File: src/hw/rtl/cup_pkg.sv
// Shared types, codes and the arithmetic helper of the chroma upsampler.
package cup_pkg;

    typedef logic [31:0] t_pair;

    typedef enum logic [1:0] {
        ACT_CHROMA = 2'd0,
        ACT_LUMA   = 2'd1,
        ACT_SOF    = 2'd2,
        ACT_NONE   = 2'd3
    } t_action;

    localparam logic [1:0] CFG_FRAME_WIDTH  = 2'd0;
    localparam logic [1:0] CFG_FRAME_HEIGHT = 2'd1;
    localparam logic [1:0] CFG_HORIZ_SUB    = 2'd2;
    localparam logic [1:0] CFG_VERT_SUB     = 2'd3;

    typedef struct packed {
        logic [15:0] luma;
        logic        eor;
        logic        eof;
        logic        col_a_odd;
        logic        col_b_odd;
    } t_pix_ctl;

    function automatic t_pair avg_pair(input t_pair a, input t_pair b);
        logic [16:0] su;
        logic [16:0] sv;
        su = {1'b0, a[15:0]} + {1'b0, b[15:0]};
        sv = {1'b0, a[31:16]} + {1'b0, b[31:16]};
        return {sv[16:1], su[16:1]};
    endfunction

endpackage

File: src/hw/rtl/cup_out_if.sv
// Output channel interface of the chroma upsampler.
interface cup_out_if;
    logic        valid;
    logic        ready;
    logic [15:0] out_luma;
    logic [15:0] out_u;
    logic [15:0] out_v;
    logic        end_of_row;
    logic        end_of_frame;

    modport source (output valid, out_luma, out_u, out_v, end_of_row, end_of_frame,
                    input ready);
    modport sink (input valid, out_luma, out_u, out_v, end_of_row, end_of_frame,
                  output ready);
endinterface

File: src/hw/rtl/cup_interp.sv
// Horizontal and vertical averaging pipeline with the output register.
module cup_interp
    import cup_pkg::*;
(
    input  logic     i_clk,
    input  logic     i_rst_n,
    input  logic     i_pix_valid,
    input  t_pix_ctl i_ctl,
    input  t_pair    i_even_a,
    input  t_pair    i_even_b,
    input  t_pair    i_odd_a,
    input  t_pair    i_odd_b,
    output logic     o_en,
    cup_out_if.source out_ch
);

    logic     r_s1_valid, r_s2_valid, r_out_valid;
    t_pix_ctl r_s1_ctl, r_s2_ctl;
    t_pair    r_s2_ha, r_s2_hb, r_out_pair;
    logic     r_out_eor, r_out_eof;
    logic [15:0] r_out_luma;
    t_pair    a_ca, a_cb, b_ca, b_cb;

    assign o_en = !r_out_valid || out_ch.ready;

    assign a_ca = r_s1_ctl.col_a_odd ? i_odd_a : i_even_a;
    assign a_cb = r_s1_ctl.col_b_odd ? i_odd_a : i_even_a;
    assign b_ca = r_s1_ctl.col_a_odd ? i_odd_b : i_even_b;
    assign b_cb = r_s1_ctl.col_b_odd ? i_odd_b : i_even_b;

    always_ff @(posedge i_clk) begin
        if (!i_rst_n) begin
            r_s1_valid  <= 1'b0;
            r_s2_valid  <= 1'b0;
            r_out_valid <= 1'b0;
        end else if (o_en) begin
            r_s1_valid  <= i_pix_valid;
            r_s2_valid  <= r_s1_valid;
            r_out_valid <= r_s2_valid;
        end
    end

    always_ff @(posedge i_clk) begin
        if (o_en) begin
            r_s1_ctl   <= i_ctl;
            r_s2_ctl   <= r_s1_ctl;
            r_s2_ha    <= avg_pair(a_ca, a_cb);
            r_s2_hb    <= avg_pair(b_ca, b_cb);
            r_out_pair <= avg_pair(r_s2_ha, r_s2_hb);
            r_out_luma <= r_s2_ctl.luma;
            r_out_eor  <= r_s2_ctl.eor;
            r_out_eof  <= r_s2_ctl.eof;
        end
    end

    assign out_ch.valid        = r_out_valid;
    assign out_ch.out_luma     = r_out_luma;
    assign out_ch.out_u        = r_out_pair[15:0];
    assign out_ch.out_v        = r_out_pair[31:16];
    assign out_ch.end_of_row   = r_out_eor;
    assign out_ch.end_of_frame = r_out_eof;

    a_reset_clear: assert property (@(posedge i_clk) !i_rst_n |=> !r_out_valid)
        else $error("Output valid after reset.");
    a_s1_advance: assert property (@(posedge i_clk) disable iff (!i_rst_n)
        (r_s1_valid && o_en) |=> r_s2_valid)
        else $error("Pixel lost between stages.");
    a_stall_hold: assert property (@(posedge i_clk) disable iff (!i_rst_n)
        !o_en |=> ((r_s2_valid === $past(r_s2_valid)) && (r_s2_ha === $past(r_s2_ha)) &&
                   (r_s2_hb === $past(r_s2_hb))))
        else $error("Stage moved during stall.");
    a_eof_eor: assert property (@(posedge i_clk) disable iff (!i_rst_n)
        (r_out_valid && r_out_eof) |-> r_out_eor)
        else $error("End of frame without end of row.");

endmodule

File: src/flat_wrapper.sv
// flat-port wrapper written by rule: the top's interface ports become plain ports
module cup_interp_flat import cup_pkg::*;
  (i_clk, i_rst_n, i_pix_valid, i_ctl, i_even_a, i_even_b, i_odd_a, i_odd_b, o_en, out_ch_valid, out_ch_out_luma, out_ch_out_u, out_ch_out_v, out_ch_end_of_row, out_ch_end_of_frame, out_ch_ready);
  cup_out_if out_ch_i ();
  input  logic i_clk;
  input  logic i_rst_n;
  input  logic i_pix_valid;
  input  t_pix_ctl i_ctl;
  input  t_pair i_even_a;
  input  t_pair i_even_b;
  input  t_pair i_odd_a;
  input  t_pair i_odd_b;
  output logic o_en;
  output wire logic [$bits(out_ch_i.valid)-1:0] out_ch_valid;
  output wire logic [$bits(out_ch_i.out_luma)-1:0] out_ch_out_luma;
  output wire logic [$bits(out_ch_i.out_u)-1:0] out_ch_out_u;
  output wire logic [$bits(out_ch_i.out_v)-1:0] out_ch_out_v;
  output wire logic [$bits(out_ch_i.end_of_row)-1:0] out_ch_end_of_row;
  output wire logic [$bits(out_ch_i.end_of_frame)-1:0] out_ch_end_of_frame;
  input wire logic [$bits(out_ch_i.ready)-1:0] out_ch_ready;
  assign out_ch_valid = out_ch_i.valid;
  assign out_ch_out_luma = out_ch_i.out_luma;
  assign out_ch_out_u = out_ch_i.out_u;
  assign out_ch_out_v = out_ch_i.out_v;
  assign out_ch_end_of_row = out_ch_i.end_of_row;
  assign out_ch_end_of_frame = out_ch_i.end_of_frame;
  assign out_ch_i.ready = out_ch_ready;
  cup_interp u_core (.i_clk(i_clk), .i_rst_n(i_rst_n), .i_pix_valid(i_pix_valid), .i_ctl(i_ctl), .i_even_a(i_even_a), .i_even_b(i_even_b), .i_odd_a(i_odd_a), .i_odd_b(i_odd_b), .o_en(o_en), .out_ch(out_ch_i));
endmodule
File: config.mk
export PLATFORM = sky130hd
export DESIGN_NAME = cup_interp_flat
export DESIGN_NICKNAME = d
export VERILOG_FILES = /design/src/hw/rtl/cup_pkg.sv /design/src/hw/rtl/cup_out_if.sv /design/src/hw/rtl/cup_interp.sv /design/src/flat_wrapper.sv
export SDC_FILE = /design/constraint.sdc
export NUM_CORES = 1
export LEC_CHECK = 0
export BUFFER_PORTS_ARGS = -buffer_cell sky130_fd_sc_hd__buf_2
export CORE_MARGIN = 3
export CORE_UTILIZATION = 45
export DETAILED_ROUTE_END_ITERATION = 6
export GPL_TIMING_DRIVEN = 0
export HOLD_SLACK_MARGIN = 0.03
export PLACE_DENSITY = 0.67
export SLEW_MARGIN = 20
export SYNTH_ARGS = -nofsm -noshare
export SYNTH_HDL_FRONTEND = slang
export SYNTH_SLANG_ARGS = --single-unit
File: constraint.sdc
create_clock -name i_clk -period 4.45 [get_ports i_clk]
set_input_delay 0.2225 -clock i_clk [delete_from_list [all_inputs] [get_ports i_clk]]
set_output_delay 0.2225 -clock i_clk [all_outputs]
set_load 0.005 [all_outputs]
==> metrics.md <==
| Metric | Value |
|---|---|
| Status | complete, no violations |
| Chip height | 157 um |
| Worst EP required | about 4.6 ns |
| Tcrit/Tclk final | 84.4% |
| Max Root-Sink Buffers | 2 |
| RSZ-0062 raised after global routing | no |
| Post-route ant nets | 0 |
| PortBufs | 203 |
| Most frequent cells in the layout | 204 x buf_2, 152 x edfxtp_1, 120 x mux2_2 |
| Share of cells above drive strength 1 | 34.7% |
| Crit path top cell by count | a21o_1 |
| Largest net degree at the start of global routing | 83 |
| Core area | 0.0221 mm2 |
| Pleak | 5.34 nW |
| 1st-pass router iterations | 4 |
| Max-slew violations | 0 |
| Clock Sinks | 155 |
| Post-layout net count | about 1300 |
| Clock Tree Root | clkbuf_16 |
| Wire per inst | around 15 um |
| Yosys reg bits | 155 |
| Hold Path Origin | out_ch_ready |
| Kind of critical path | reg -> reg |
| Setup Skew | 0.0101 ns |
| CP Max Fanout | 10 |
| Post-synth EDFFs | between 150 and 200 |
| Max-Cap Viols | 0 |
| Rows | 54 |
| Post-synthesis cell type count | between 50 and 60 |
| Worst EP arrival | about 3.9 ns |
| Register area share after synthesis | 45.1% |
| Rel. slew slack | ~52% |
| CTS tree | yes |
| CP top delay family | compound AO/OA/AOI/OAI gates |
| YS warnings | 0 |
| Worst-path clk slew | approximately 0.07 ns |
| Post-cts repair resize count | 0 |
| Commonest non-fill, non-tap cell in the layout | buf_2 |
| Asr flop ratio synth | 0% |
| Initial antenna violation count | 4 |
| Fin crit period | 3.76 ns |
| Detailed Route Iter0 Violations | 279 |
| Residual DRC count | 0 |
| Setup crit start | u_core.r_s1_ctl[1]$_DFFE_PP_ |
| GP Congestion | 0.883 |
| Worst vdd ir | between 0.2 and 0.3 mV |
| Die width | 157 um |
| Top Ports | a little over 200 |
| Power per cell area | 501 mW/mm2 |
| Fillers | roughly 1900 |
| Ys flop type | edfxtp_1 |
| Finished Layout Cells | 1386 |
| Via count | 7212 |
| DR vias/cell | 5.20 |
| Synthesized Nets | about 1100 |
| Area delta synth->final | 21.7% |
| Mapped cell area | roughly 0.010 mm2 |
| Die area | around 0.025 mm2 |
| Buf/Inv on CP | 2 |
| Final setup vio count | 0 |
| Worst path max stage delay | 0.55 ns |
| Slew of the pin with the lowest slew margin | 0.715 ns |
| Congestion Overflow GR | 0 |
| Finished Core Util | approximately 57% |
| Slowest CP cell | clkbuf_1 |
| Initial core utilization | between 40% and 50% |
| Achievable Freq | approximately 270 MHz |
| Detailed Place HPWL | 16500 um |
| First-pass GRT wire length | 34000 um |
| Worst R2R Setup Slack | ~0.69 ns |
| Mean Syn Cell Area | between 10 and 15 um2 |
| Final WL | 21100 um |
| All-Layer GR Usage | 17.2% |
| Hold crit path type | in -> reg |
| Cts bufs inserted | 17 |
| Clock insertion delay at the later pin of the skew report | 0.42 ns |
| Beginning of the worst register-to-register path | u_core.r_s1_ctl[1]$_DFFE_PP_ |
| Final Hold Viols | 0 |
| Vias in the first global route | roughly 6900 |
| Startpoint class of the critical path | flop |
| Synthesized instance count | 846 |
| Worst-path cell chain | buf_4 -> clkbuf_1 -> mux2_2 -> fa_1 -> a21o_1 -> a21oi_2 -> o21ai_2 -> a41oi_2 -> o22ai_1 -> a311o_1 -> a21o_1 |
| H-tree Lvls | 4 |
| Power consumption | 6.25 mW |
| Crit path capture type | flop |
| Placed insts | 1330 |
==> worst min-delay path: cells and delay by family <==
| kind | cells | cell delay [ns] |
|---|---|---|
| AO/OA/AOI/OAI | 1 | 0.07 |
| buffers and inverters | 1 | 0.08 |
| AND/OR/NAND/NOR | 2 | 0.20 |
==> where the power goes <==
group / switching (mW) / total, mW / internal [mW]
clock network: 0.666 / 1.43 / 0.762
logic: 1.32 / 2.49 / 1.17
registers: 0.160 / 2.34 / 2.18
total: 2.14 / 6.25 / 4.11
==> synthesized netlist by cell type, types with 6 or more instances <==
cell | count | area [um2]
a21o_1 | 42 | 315
a21oi_1 | 72 | 360
a31oi_1 | 11 | 68.8
clkbuf_1 | 14 | 52.6
edfxtp_1 | 152 | 4560
fa_1 | 6 | 120
ha_1 | 90 | 1130
inv_1 | 24 | 90.1
mux2_2 | 120 | 1350
nand2_1 | 29 | 109
nand2b_1 | 7 | 43.8
nand3_1 | 15 | 75.1
nand4_1 | 6 | 37.5
nor2_1 | 32 | 120
nor2b_1 | 9 | 56.3
o21a_1 | 8 | 60.1
o21ai_0 | 34 | 170
o21ai_1 | 8 | 40.0
o21bai_1 | 12 | 90.1
xnor2_1 | 48 | 420
xor2_1 | 30 | 263
==> stage by stage <==
step | worst slack [ns] | hold WS, ns | TNS [ns] | area, um2
after floorplan | 0.476 | 0.321 | 0 | 10300
after global placement | -0.839 | 0.399 | -91.00 | 11600
after detailed placement | 0.699 | 0.401 | 0 | 11700
after CTS | 0.677 | 0.174 | 0 | 12500
after global routing | 0.446 | 0.202 | 0 | 12500
final | 0.694 | 0.199 | 0 | 12500
==> routing by layer <==
layer	part of all wire, %	routed length [um]	global-route usage (%)	vias to the layer above
met5	0.099	21	0	-
met4	1.3	266	4.88	4
met3	5.4	1140	3.35	20
met2	43	9170	25.6	146
met1	50	10500	25.5	3298
li1	-	-	-	3744
==> state kept, by name (all words and copies together), names as in the netlist <==
| register | cells |
|---|---|
| u_core.r_s2_valid | 1 |
| u_core.out_ch.out_luma | 16 |
| u_core.out_ch.valid | 1 |
| u_core.r_s1_valid | 1 |
| u_core.out_ch.end_of_frame | 1 |
| u_core.r_out_pair | 32 |
| u_core.out_ch.end_of_row | 1 |
| u_core.r_s2_ctl | 18 |
| u_core.r_s1_ctl | 20 |
| u_core.r_s2_hb | 32 |
| u_core.r_s2_ha | 32 |
==> final timing paths <==
kind,end,depth (start not counted)
worst max-delay path,u_core.r_s2_hb[31]$_DFFE_PP_,11
worst min-delay path,u_core.r_s2_valid$_SDFFE_PN0P_,4
worst max register to register,u_core.r_s2_hb[31]$_DFFE_PP_,11
worst min register to register,u_core.out_ch.out_luma[7]$_DFFE_PP_,0
==> final cells by class <==
class	count	area, um2	share of cell area, %
Clock inverter	15	178	1.42
Tap cell	280	350	2.80
Timing Repair Buffer	226	1260	10.1
Clock buffer	17	425	3.41
Antenna cell	2	5.00	0.0401
Sequential cell	155	4620	37.0
Multi-Input combinational cell	650	5480	43.8
Buffer	17	72.6	0.581
Inverter	24	97.6	0.781
==> logic make-up (layout without fill, tap and decap cells) <==
family                   Yosys count  after routing  synth area share (%)
buffers and inverters             41            299                  1.58
flip-flops                       155            155                  45.1
AO/OA/AOI/OAI                    236            236                  15.8
AND/OR/NAND/NOR                  120            120                  5.61
adder cells (fa/ha/maj)           96             96                  12.1
other                              0              2                     0
multiplexers                     120            120                  13.2
XOR/XNOR                          78             78                  6.66
==> repair_timing <==
action / CTS / global route
buffers inserted: 0 / 0
hold buffers: 22 / 0
endpoints found under the hold margin: 22 / 0
(Power assumes the default switching activity.)
