[src/hw/rtl/cup_pkg.sv]
// Shared types, codes and the arithmetic helper of the chroma upsampler.
package cup_pkg;

    typedef logic [31:0] t_pair;

    typedef enum logic [1:0] {
        ACT_CHROMA = 2'd0,
        ACT_LUMA   = 2'd1,
        ACT_SOF    = 2'd2,
        ACT_NONE   = 2'd3
    } t_action;

    localparam logic [1:0] CFG_FRAME_WIDTH  = 2'd0;
    localparam logic [1:0] CFG_FRAME_HEIGHT = 2'd1;
    localparam logic [1:0] CFG_HORIZ_SUB    = 2'd2;
    localparam logic [1:0] CFG_VERT_SUB     = 2'd3;

    typedef struct packed {
        logic [15:0] luma;
        logic        eor;
        logic        eof;
        logic        col_a_odd;
        logic        col_b_odd;
    } t_pix_ctl;

    function automatic t_pair avg_pair(input t_pair a, input t_pair b);
        logic [16:0] su;
        logic [16:0] sv;
        su = {1'b0, a[15:0]} + {1'b0, b[15:0]};
        sv = {1'b0, a[31:16]} + {1'b0, b[31:16]};
        return {sv[16:1], su[16:1]};
    endfunction

endpackage

[src/hw/rtl/cup_addr_gen.sv]
// Configuration, position counters and line store address generation.
module cup_addr_gen
    import cup_pkg::*;
#(
    parameter int MAX_WIDTH = 4096,
    parameter int CW        = 12,
    parameter int IW        = 11
) (
    input  logic          i_clk,
    input  logic          i_rst_n,
    input  logic          i_cfg_we,
    input  logic [1:0]    i_cfg_index,
    input  logic [15:0]   i_cfg_data,
    input  logic          i_accept,
    input  logic [1:0]    i_action,
    input  logic [15:0]   i_luma,
    input  logic [15:0]   i_u,
    input  logic [15:0]   i_v,
    output logic          o_we,
    output logic          o_wr_odd,
    output logic [IW:0]   o_wr_addr,
    output t_pair         o_wr_data,
    output logic [IW:0]   o_rd_even_a,
    output logic [IW:0]   o_rd_even_b,
    output logic [IW:0]   o_rd_odd_a,
    output logic [IW:0]   o_rd_odd_b,
    output logic          o_pix_valid,
    output t_pix_ctl      o_ctl
);

    localparam int WW = $clog2(MAX_WIDTH + 1);

    logic [12:0]   r_fw;
    logic [15:0]   r_fh;
    logic          r_hs, r_vs;
    logic [CW-1:0] r_wcol, r_pcol;
    logic [15:0]   r_wrow, r_prow;

    logic [WW-1:0] w;
    logic [15:0]   h;
    logic [WW:0]   uvw, wcol_inc, pcol_ext, w_ext;
    logic          wrap, eor, eof;
    logic [CW-1:0] cadj, col_a, col_b, ev_col, od_col;
    logic          slot_a, slot_b;
    logic [14:0]   k;
    logic [IW-1:0] ie, io;
    t_action       act;

    assign act = t_action'(i_action);

    always_comb begin
        if (r_fw == 13'd0) begin
            w = WW'(1);
        end else if (32'(r_fw) > MAX_WIDTH) begin
            w = WW'(MAX_WIDTH);
        end else begin
            w = WW'(r_fw);
        end
        h = (r_fh == 16'd0) ? 16'd1 : r_fh;
    end

    assign w_ext    = {1'b0, w};
    assign uvw      = (w_ext + (WW + 1)'(r_hs)) >> r_hs;
    assign wcol_inc = (WW + 1)'(r_wcol) + 1'b1;
    assign wrap     = wcol_inc >= uvw;
    assign pcol_ext = (WW + 1)'(r_pcol);
    assign eor      = (pcol_ext + 1'b1) >= w_ext;
    assign eof      = eor && ((17'(r_prow) + 17'd1) >= 17'(h));
    assign k        = r_prow[15:1];

    always_comb begin
        if (!w[0] && pcol_ext == w_ext - 1'b1 && r_pcol != '0) begin
            cadj = r_pcol - 1'b1;
        end else begin
            cadj = r_pcol;
        end
        if (!r_hs) begin
            col_a = r_pcol;
            col_b = r_pcol;
        end else if (cadj == '0) begin
            col_a = '0;
            col_b = '0;
        end else if (cadj[0]) begin
            col_a = cadj >> 1;
            col_b = cadj >> 1;
        end else begin
            col_b = cadj >> 1;
            col_a = (cadj >> 1) - 1'b1;
        end
        if (!r_vs) begin
            slot_a = r_prow[0];
            slot_b = r_prow[0];
        end else if (r_prow[0]) begin
            slot_a = r_prow[1];
            slot_b = r_prow[1];
        end else begin
            slot_b = k[0];
            slot_a = (k == 15'd0) ? 1'b0 : ~k[0];
        end
    end

    assign ev_col = col_a[0] ? col_b : col_a;
    assign od_col = col_a[0] ? col_a : col_b;
    assign ie     = IW'(ev_col >> 1);
    assign io     = IW'(od_col >> 1);

    assign o_rd_even_a = {slot_a, ie};
    assign o_rd_even_b = {slot_b, ie};
    assign o_rd_odd_a  = {slot_a, io};
    assign o_rd_odd_b  = {slot_b, io};

    assign o_we      = i_accept && act == ACT_CHROMA;
    assign o_wr_odd  = r_wcol[0];
    assign o_wr_addr = {r_wrow[0], IW'(r_wcol >> 1)};
    assign o_wr_data = {i_v, i_u};

    assign o_pix_valid   = i_accept && act == ACT_LUMA;
    assign o_ctl.luma      = i_luma;
    assign o_ctl.eor       = eor;
    assign o_ctl.eof       = eof;
    assign o_ctl.col_a_odd = col_a[0];
    assign o_ctl.col_b_odd = col_b[0];

    always_ff @(posedge i_clk) begin
        if (!i_rst_n) begin
            r_fw <= 13'd1;
            r_fh <= 16'd1;
            r_hs <= 1'b1;
            r_vs <= 1'b1;
        end else if (i_cfg_we) begin
            case (i_cfg_index)
                CFG_FRAME_WIDTH:  r_fw <= i_cfg_data[12:0];
                CFG_FRAME_HEIGHT: r_fh <= i_cfg_data;
                CFG_HORIZ_SUB:    r_hs <= i_cfg_data[0];
                CFG_VERT_SUB:     r_vs <= i_cfg_data[0];
                default:          r_fw <= r_fw;
            endcase
        end
    end

    always_ff @(posedge i_clk) begin
        if (!i_rst_n) begin
            r_wcol <= '0;
            r_wrow <= '0;
            r_pcol <= '0;
            r_prow <= '0;
        end else if (i_accept) begin
            case (act)
                ACT_CHROMA: begin
                    if (wrap) begin
                        r_wcol <= '0;
                        r_wrow <= r_wrow + 16'd1;
                    end else begin
                        r_wcol <= r_wcol + 1'b1;
                    end
                end
                ACT_LUMA: begin
                    if (eor) begin
                        r_pcol <= '0;
                        r_prow <= ((17'(r_prow) + 17'd1) >= 17'(h)) ? 16'd0 : r_prow + 16'd1;
                    end else begin
                        r_pcol <= r_pcol + 1'b1;
                    end
                end
                ACT_SOF: begin
                    r_wcol <= '0;
                    r_wrow <= '0;
                    r_pcol <= '0;
                    r_prow <= '0;
                end
                default: r_pcol <= r_pcol;
            endcase
        end
    end

endmodule

[config.mk]
export PLATFORM = sky130hd
export DESIGN_NAME = cup_addr_gen
export DESIGN_NICKNAME = d
export VERILOG_FILES = /design/src/hw/rtl/cup_pkg.sv /design/src/hw/rtl/cup_addr_gen.sv
export SDC_FILE = /design/constraint.sdc
export NUM_CORES = 1
export LEC_CHECK = 0
export BUFFER_PORTS_ARGS = -buffer_cell sky130_fd_sc_hd__clkbuf_2
export CORE_ASPECT_RATIO = 1.2
export CORE_UTILIZATION = 55
export DETAILED_ROUTE_END_ITERATION = 7
export PLACE_DENSITY_LB_ADDON = 0.1
export SYNTH_ARGS = -nofsm -noshare
export SYNTH_HDL_FRONTEND = slang
export SYNTH_SLANG_ARGS = --single-unit
export TNS_END_PERCENT = 5
[constraint.sdc]
create_clock -name i_clk -period 7.28 [get_ports i_clk]
set_clock_uncertainty 0.05 [all_clocks]
set_input_delay 0.728 -clock i_clk [delete_from_list [all_inputs] [get_ports i_clk]]
set_output_delay 0.728 -clock i_clk [all_outputs]
set_load 0.05 [all_outputs]
==> results of run 1 <==
[cell families (layout without fill, tap and decap cells)]
family | Yosys count | after routing
buf+inv | 177 | 160
flops | 72 | 72
simple gates | 437 | 437
fa+ha+maj | 53 | 53
compound gates | 217 | 217
mux | 14 | 14
xor+xnor | 62 | 62
[per-stage QoR]
stage	power, mW	instance area (sq um)	hold WS, ps	worst slack, ps
2_1_floorplan	0.7181	7523	392.8	530.3
6_report	1.148	7736	433.2	605.2
3_3_place_gp	0.7012	7421	406.1	1110
4_1_cts	1.153	7729	432.4	558.4
3_5_place_dp	0.7012	7421	411.0	902.3
5_1_grt	1.202	7736	448.0	106.3
[cells in the mapped netlist (3+ instances only)]
cell type | n | area share, %
nand2_1 | 164 | 8.2
clkbuf_1 | 39 | 1.9
a31oi_1 | 6 | 0.50
o21a_1 | 14 | 1.4
buf_4 | 85 | 8.5
o22ai_1 | 3 | 0.25
nor2_1 | 60 | 3.0
ha_1 | 53 | 8.8
a21oi_1 | 37 | 2.5
o21ai_1 | 3 | 0.20
xnor2_1 | 37 | 4.3
nor2b_1 | 25 | 2.1
nand4_1 | 18 | 1.5
a22oi_1 | 10 | 1.0
a21boi_0 | 41 | 4.1
nor4_1 | 13 | 1.1
o31ai_1 | 9 | 0.90
inv_1 | 43 | 2.1
dfxtp_1 | 72 | 19
nand4b_1 | 3 | 0.35
and3_1 | 14 | 1.2
a211oi_1 | 3 | 0.30
xor2_1 | 25 | 2.9
or2_2 | 3 | 0.25
nand2b_1 | 31 | 2.6
a41o_1 | 3 | 0.40
mux2_2 | 5 | 0.75
nand3_1 | 35 | 2.3
buf_1 | 4 | 0.20
nor3b_1 | 6 | 0.60
a21o_1 | 14 | 1.4
o21ai_0 | 40 | 2.7
and2_2 | 3 | 0.30
o2bb2ai_1 | 3 | 0.35
a41oi_1 | 3 | 0.35
nand3b_1 | 11 | 1.1
and4_1 | 3 | 0.35
mux2i_1 | 9 | 1.2
and2_1 | 5 | 0.42
nor3_1 | 20 | 1.3
buf_6 | 3 | 0.45
or3_1 | 4 | 0.33
[layout make-up]
cell class / count / share of cell area, %
Multi-Input combinational cell: 783 / 65.68
Timing Repair Buffer: 101 / 6.890
Clock buffer: 10 / 3.089
Inverter: 43 / 2.086
Clock inverter: 6 / 0.8895
Tap cell: 168 / 2.717
Sequential cell: 72 / 18.65
[worst min path at each step]
stage                               to  depth (start not counted)
4_1_cts        r_prow[14]$_SDFFE_PN0P_                          2
3_3_place_gp      r_fh[0]$_SDFFE_PN1P_                          2
3_5_place_dp      r_fh[0]$_SDFFE_PN1P_                          2
5_1_grt        r_prow[14]$_SDFFE_PN0P_                          2
6_report       r_prow[14]$_SDFFE_PN0P_                          2
2_1_floorplan     r_fh[0]$_SDFFE_PN1P_                          2
[worst max-delay path: cells and delay by family (launching register included)]
kind	cells	cell delay (ps)
flops	1	450
buf+inv	2	450
mux	1	350
simple gates	8	2340
fa+ha+maj	1	330
compound gates	6	1650
[flip-flops by register name, indices dropped and copies added, names as in the netlist]
signal / flops
r_wrow: 1
r_fh: 16
r_pcol: 12
r_vs: 1
r_hs: 1
r_prow: 16
r_wcol: 12
r_fw: 13
[cell usage in the layout, fill, tap and decap left out, types with 14 or more instances in the layout]
cell,instances
nand3_1,35
xor2_1,25
o21a_1,14
o21ai_0,40
dfxtp_1,71
nor2_1,60
nand2b_1,31
nand2_1,164
and3_1,14
a21o_1,14
xnor2_1,37
a21boi_0,41
ha_1,53
a21oi_1,37
nor2b_1,25
clkbuf_2,90
inv_1,43
nor3_1,20
nand4_1,18
[per-layer routing]
layer	vias to the layer above	wire [um]	GRT usage, %
met4	0	623	12.64
met2	191	9564	49.40
met3	40	822	3.846
met1	3237	8274	32.90
met5	-	0	0
li1	3478	-	-
[power breakdown]
| part | switching (mW) | total (mW) | internal (mW) | leakage, nW |
|---|---|---|---|---|
| Combinational | 0.185 | 0.279 | 0.0940 | 2.59 |
| Sequential | 0.0131 | 0.414 | 0.401 | 0.583 |
| Clock | 0.179 | 0.454 | 0.275 | 0.137 |
==> reports/summary.md, run 1 <==
The initial antenna violation count was 0. The share of the clock period used by the worst path was 91.69%; the routed length per instance was 16.30 um. The summed negative setup slack over all endpoints was 0 ps; the leakage power was 3.306 nW.

Summing all multi-input logic gate instances after layout gives 5081 sq um. Of all flip-flops after synthesis, the portion carrying an async set or reset was 0%. In this run the critical register-to-register path is captured at r_wcol[9]$_SDFFE_PN0P_. The die covers 14,150 sq um.

The reg-to-reg startpoint was r_fw[8]$_SDFFE_PN0P_. The chip height was 130.1 um. IR analysis of the VDD net gives a maximum drop of 0.1160 mV. The count of placed standard cells in the final layout, fillers left out is 1,183, and the peak fanout along the critical path is 13. The final-report hold violation count came out at 0. The number of warnings reported in the yosys synthesis log is 0. Following the worst setup path forward leads to its endpoint at o_rd_odd_a[0]. Synthesis produced a netlist with a net count of 1,157. The worst hold path belongs to the class flop to flop. The run gives 0 as the antenna diode instance count. The first-pass GRT wire length was 30.79 mm.

Start point of the worst min-delay path: r_prow[14]$_SDFFE_PN0P_. The number of placed instances, taps included, is 1,167. The post-cts hold buffer count is 0.

Setup repair after global routing left no endpoint under its margin. Routability-driven placement finished with a final weighted congestion of 0.8734. The wire-length estimate of the detail-placed layout is 14.59 mm.

For the synthesized instance count, the log shows 1,032. Walking the worst path, the cells encountered are nor4_2, a41oi_1, nor2_1, inv_1, ha_1, nor4b_1, nor2_1, o32ai_1, nor4b_2, nand4_1, o31a_1, a311o_1, a221oi_4, nand4b_2, nand3_1, mux2_2, a21oi_1, clkbuf_2. For this run the aggregate overflow at the end of global routing stands at 0. After filler insertion, the fill cell instance count of the layout stands at 1,253. The run gives 0 as the remaining design rule violation count. The run gives 56.59% as the starting density of the core. The run finished with clean final reports. The cell repeated most along the worst path is nor2_1. For the total vias in the final route, the log shows 6,946. For the first-pass iteration count of the detailed router, the log shows 5. At the worst endpoint, the arrival time is 5900 ps. Top flip-flop cell by instance count after synthesis: dfxtp_1. For the sequential-to-total area share from yosys stat, the log shows 19.16%.

At the pin with the least slew margin, the transition time is 1024 ps. The number of clock buffers added by TritonCTS is 9. The post-synthesis cell type count is 81, and the floorplan die width is 108.8 um.

For this run, the top clock speed supported by timing is 0.1498 GHz. The setup check on the worst reg-to-reg path leaves a slack of 1730 ps. Antenna violation net count after detailed routing: 0. The smallest clock period supported by the final layout is computed as 6675 ps. Of the total synthesized cell area, the portion taken by XOR and XNOR cells is 7.218%. The ratio of total power to cell area is 148.4 nW/um^2, and the relative slew slack is 31.74%.

CTS placed an instance of clkbuf_16 at the clock tree root. For the worst flop-to-flop path, the logic depth is 26. The tools report the via count of the first global-routing pass as 6,278. Floorplan core area: 13,300 sq um. Setup violations remaining at the end of the flow were counted as 0. The clock reaches the later pin of the worst-skew pair after 340 ps. In this run the deepest clock path goes through 2 buffers. The post-synth design cell area was 7523 sq um. The detailed router finished its first iteration with 396 violations. The final layout contains routed wiring with a total length of 19.28 mm. Using the TritonRoute via totals, the vias-per-cell ratio works out to 5.872. The H-tree generated during clock tree synthesis spans 3 levels. The mean instance size in the synthesized netlist came out at 7.290 sq um. The synthesized flop and latch total works out to 72.

Summing the areas of all and, or, nand and nor instances in the mapped netlist gives 29.59% of the synthesized area. From synthesis to final layout, the design area changed by 2.827%. The delay of the slowest cell on the worst path is 540 ps, and the fraction of synthesized area in multiplexers is 1.946%.

The number of rows in the core area was 46. Buffers added to address setup during post-CTS repair amount to 0. The number of enable-type register cells in the synthesized netlist was 0.

The port buffer count was 90. The worst setup path is captured at an output port. The tools report the final net count as 1,135. STA puts the critical path data required time at 6500 ps.

After clock tree synthesis, the clock-pin slew on the worst setup and hold paths is 60 ps. The count of clock tree sinks came out at 72. The largest individual stage delay along the critical path comes from the cell nor4_2. TritonCTS built the clock tree. The worst setup path is of the flop to output port kind. Summing the areas of all fa, ha and maj instances in the mapped netlist gives 8.814% of the synthesized area. The maximum number of pins on one net before global-route repair was 60.

Summing all flip-flop and latch instances after layout gives 1443 sq um. Max-cap violations in this run came to 0. For this run, the share of the core covered by cells in the final layout is 58.19%.

The worst setup path is launched from a flop. The number of I/O pins came out at 187. Total global routing track utilization: 27.80%. After synthesis, the largest family of logic cells by area is simple AND/OR/NAND/NOR gates.

The fraction of layout instances using a drive strength above 1 was 14.48%; the count of final max-slew check failures was 0. In this run the worst setup path begins at r_fw[8]$_SDFFE_PN0P_. Summing the areas of all compound-gate instances in the mapped netlist gives 19.82% of the synthesized area.

Once the clock tree was built, the resizer swapped 0 gates to a different size.
(Power assumes the default switching activity.)
==> run 2, diff against run 1 <==
Settings changed: CORE_ASPECT_RATIO 1.2 to 0.75.
==> run 2 against run 1 <==
  * Critical path type unchanged
  * Global-route usage increased by 0.18 points
  * Setup slack got worse by 48 ps
  * Clock power decreased by 4%
  * Final area is 0.60% higher
  * Die area about the same
  * Highest routed layer unchanged
  * Routed wire length increased by 1.8%
  * Core utilization increased by 0.98 points
==> reports/summary.md, run 2 (same netlist as run 1, synthesis figures left out) <==
Buffers inserted during clock tree synthesis total 9. Setup repair after global routing left no endpoint under its margin. The count of final max-slew check failures was 0; the remaining design rule violation count was 0. Of the cells placed in the final design, the portion with a size suffix greater than 1 is 14.79%. Counting both buffers and inverters, the worst setup path holds a total of 3. The pre-antenna-repair detailed-routing pass consisted of 5 iterations. The worst register-to-register path begins at r_fw[8]$_SDFFE_PN0P_. The routed design could run at a clock period as short as 6723 ps. Along the worst path, the maximum fanout reaches 16. The run gives 23.54% as the relative slew slack. Walking the worst path, the cells encountered are nor4_4, a41oi_1, nor2_1, inv_1, ha_1, nor4b_1, nor2_1, o21ai_0, a32oi_1, nand2_1, nor3_4, buf_12, nand2_1, o21ai_0, ha_1, a21boi_0, nand4b_2, nand3_1, mux2_2, a21oi_1, clkbuf_2.

The run gives 5,799 as the via count of the first global-routing pass. The kind of cell with the highest combined delay along the critical path is simple AND/OR/NAND/NOR gates. The number of hold buffers added after CTS was 0. In the final layout, the registers with the most flip-flops are r_fh x16, r_prow x16, r_fw x13.

Global routing consumed, over all layers together, 27.98% of the routing resources. Across the VDD grid, the largest voltage drop is 0.1371 mV. Clock-pin slew was measured on the worst setup and hold paths at 70 ps.

The worst register-to-register path has a setup slack of 2060 ps. For this design the top-level I/O count stands at 187. In the routed layout, each cell is associated on average with a via count of 5.806. No sink is reached through more buffers than the 2 on the longest clock path. For the number of maximum-capacitance constraint violations, the log shows 0. The run gives 14,160 sq um as the floorplan die area.

STA classifies the critical path startpoint as a flop. Ratio of total power to cell area: 146.1 nW/um^2. The first global-routing pass estimated 30.88 mm of wire.

The number of instances on the worst hold path came out at 2. The worst register-to-register path ends at r_wcol[9]$_SDFFE_PN0P_. TritonCTS built the clock tree. Type of the most critical hold path: flop to flop. The congestion estimate from routability-driven global placement came to 0.9127.

The floorplan step set the die height to 103.3 um. The end of the worst hold path is r_prow[4]$_SDFFE_PN0P_. Setup violations remaining at the end of the flow were counted as 0.

Data on the critical path is required at its endpoint by 6500 ps. The clock drives 72 sinks. The later-pin clock latency in the skew report came out at 340 ps. Port buffer count: 90. The initial utilization of the core area, before any placement, comes to 57.20%.

Static timing analysis puts the maximum clock frequency at 0.1487 GHz. By startpoint and endpoint, the worst setup path is classified as flop to output port. The analysis attributes to cell leakage a power of 3.354 nW. The detailed router placed 6,921 vias in this run. The commonest non-fill, non-tap cell in the layout was nand2_1.

Dividing the detail-routed wire length by the instance count gives 16.47 um. For the worst flop-to-flop path, the logic depth is 26. After global routing the overflow that remains totals 0. STA puts the critical path data arrival time at 5950 ps. The wire-length estimate of the detail-placed layout is 15.19 mm. Signed area change from the synthesized netlist to the final layout: 3.442%. Total detailed-routing wirelength: 19.64 mm. For the final routed database, the setup TNS stands at 0 ps. At the end of the flow, the number of nets in the layout was 1,141. The floorplan step defined a core boundary enclosing 13,150 sq um. The share of the clock period used by the worst path came out at 92.35%. The tightest hold path in the finished design has a slack of 432.1 ps. In the layout the commonest cells are nand2_1 (164), clkbuf_2 (90), dfxtp_1 (72). The run finished with clean final reports. The run gives 0 as the antenna diode instance count. The slowest stage of the critical path belongs to the cell dfxtp_1.

The final-report hold violation count was 0; the floorplan die width was 137.1 um. The kind of end point of the critical path was an output port. The slew at the pin with the worst max-slew slack is 1146 ps, and the delay of the slowest cell on the worst path is 460 ps.

The clock tree root driver cell was clkbuf_16. The logs give 60 for the maximum number of pins on one net before global-route repair and 0 for the initial antenna violation count. The number of rows in the core area is 36.

In this run the most critical hold path is launched from r_prow[4]$_SDFFE_PN0P_. After the first detailed-routing iteration, the DRC count stood at 585. Once detail routing completed, the nets flagged for antenna violations numbered 0.

H-tree depth reported by CTS: 3.
## run 2: cell count changes in the layout (fill, tap and decap cells not counted), moves of 2 or more
cell | before | now
inv_6 | 0 | 4
buf_4 | 11 | 16
inv_8 | 0 | 2
clkinvlp_4 | 4 | 0
nor4_2 | 2 | 0
## run 2: how the worst max path moves through the flow
stage / depth (start not counted) / slack, ps / endpoint / from
floorplan: 24 / 530 / o_rd_even_b[5] / r_fw[5]$_SDFFE_PN0P_
CTS: 20 / 260 / o_rd_odd_b[0] / r_fw[8]$_SDFFE_PN0P_
global route: 21 / 80 / o_rd_odd_b[0] / r_fw[8]$_SDFFE_PN0P_
global placement: 20 / 910 / o_rd_odd_b[0] / r_fw[8]$_SDFFE_PN0P_
finish: 21 / 560 / o_rd_odd_b[0] / r_fw[8]$_SDFFE_PN0P_
detailed placement: 20 / 620 / o_rd_odd_b[0] / r_fw[8]$_SDFFE_PN0P_
## run 2: per-stage QoR
stage                     power (mW)  utilization (%)  area (sq um)  setup WS [ps]  cells
after floorplan               0.7181                -          7523          530.3   1032
after global placement        0.7029            56.62          7447          913.7   1173
after detailed placement      0.7037            56.62          7447          621.5   1173
after CTS                      1.144            58.84          7739          256.6   1189
after global routing           1.186            59.17          7782          75.07   1192
final                          1.137            59.17          7782          556.8   1192
## run 2: timing repair
item | in CTS | in global routing
setup buffers | 0 | 3
gates resized for setup | 0 | 1
endpoints found under the setup margin | 0 | 41
## run 2: worst reg2reg max path, delay by kind of cell (launching register included)
kind | cells | cell delay [ps]
AOI/OAI and AO/OA | 10 | 1580
adders and majority gates | 2 | 560
buffers and inverters | 2 | 380
DFF | 1 | 460
and+or+nand+nor | 12 | 2100
## run 2: area by class of cell
type / count / area (sq um)
fill: 1276 / 5370
clock inverter: 7 / 66.31
timing repair buffer: 107 / 590.6
inverter: 43 / 161.4
multi-input combinational: 783 / 5084
tap: 171 / 214.0
clock buffer: 9 / 225.2
sequential: 72 / 1441
## run 2: power breakdown
group / total, mW / leakage [nW] / internal [mW] / switching [mW]
Sequential: 0.412 / 0.582 / 0.401 / 0.0110
Combinational: 0.288 / 2.63 / 0.0952 / 0.192
Clock: 0.437 / 0.145 / 0.241 / 0.196
Total: 1.14 / 3.35 / 0.737 / 0.400
## run 2: metal layers
metal  wire length [um]  GRT usage (%)  up-vias
li1                   -              -     3476
met1              10170          44.67     3134
met2               7515          37.68      274
met3               1692          4.825       37
met4                258          6.340        0
met5                  0              0        -
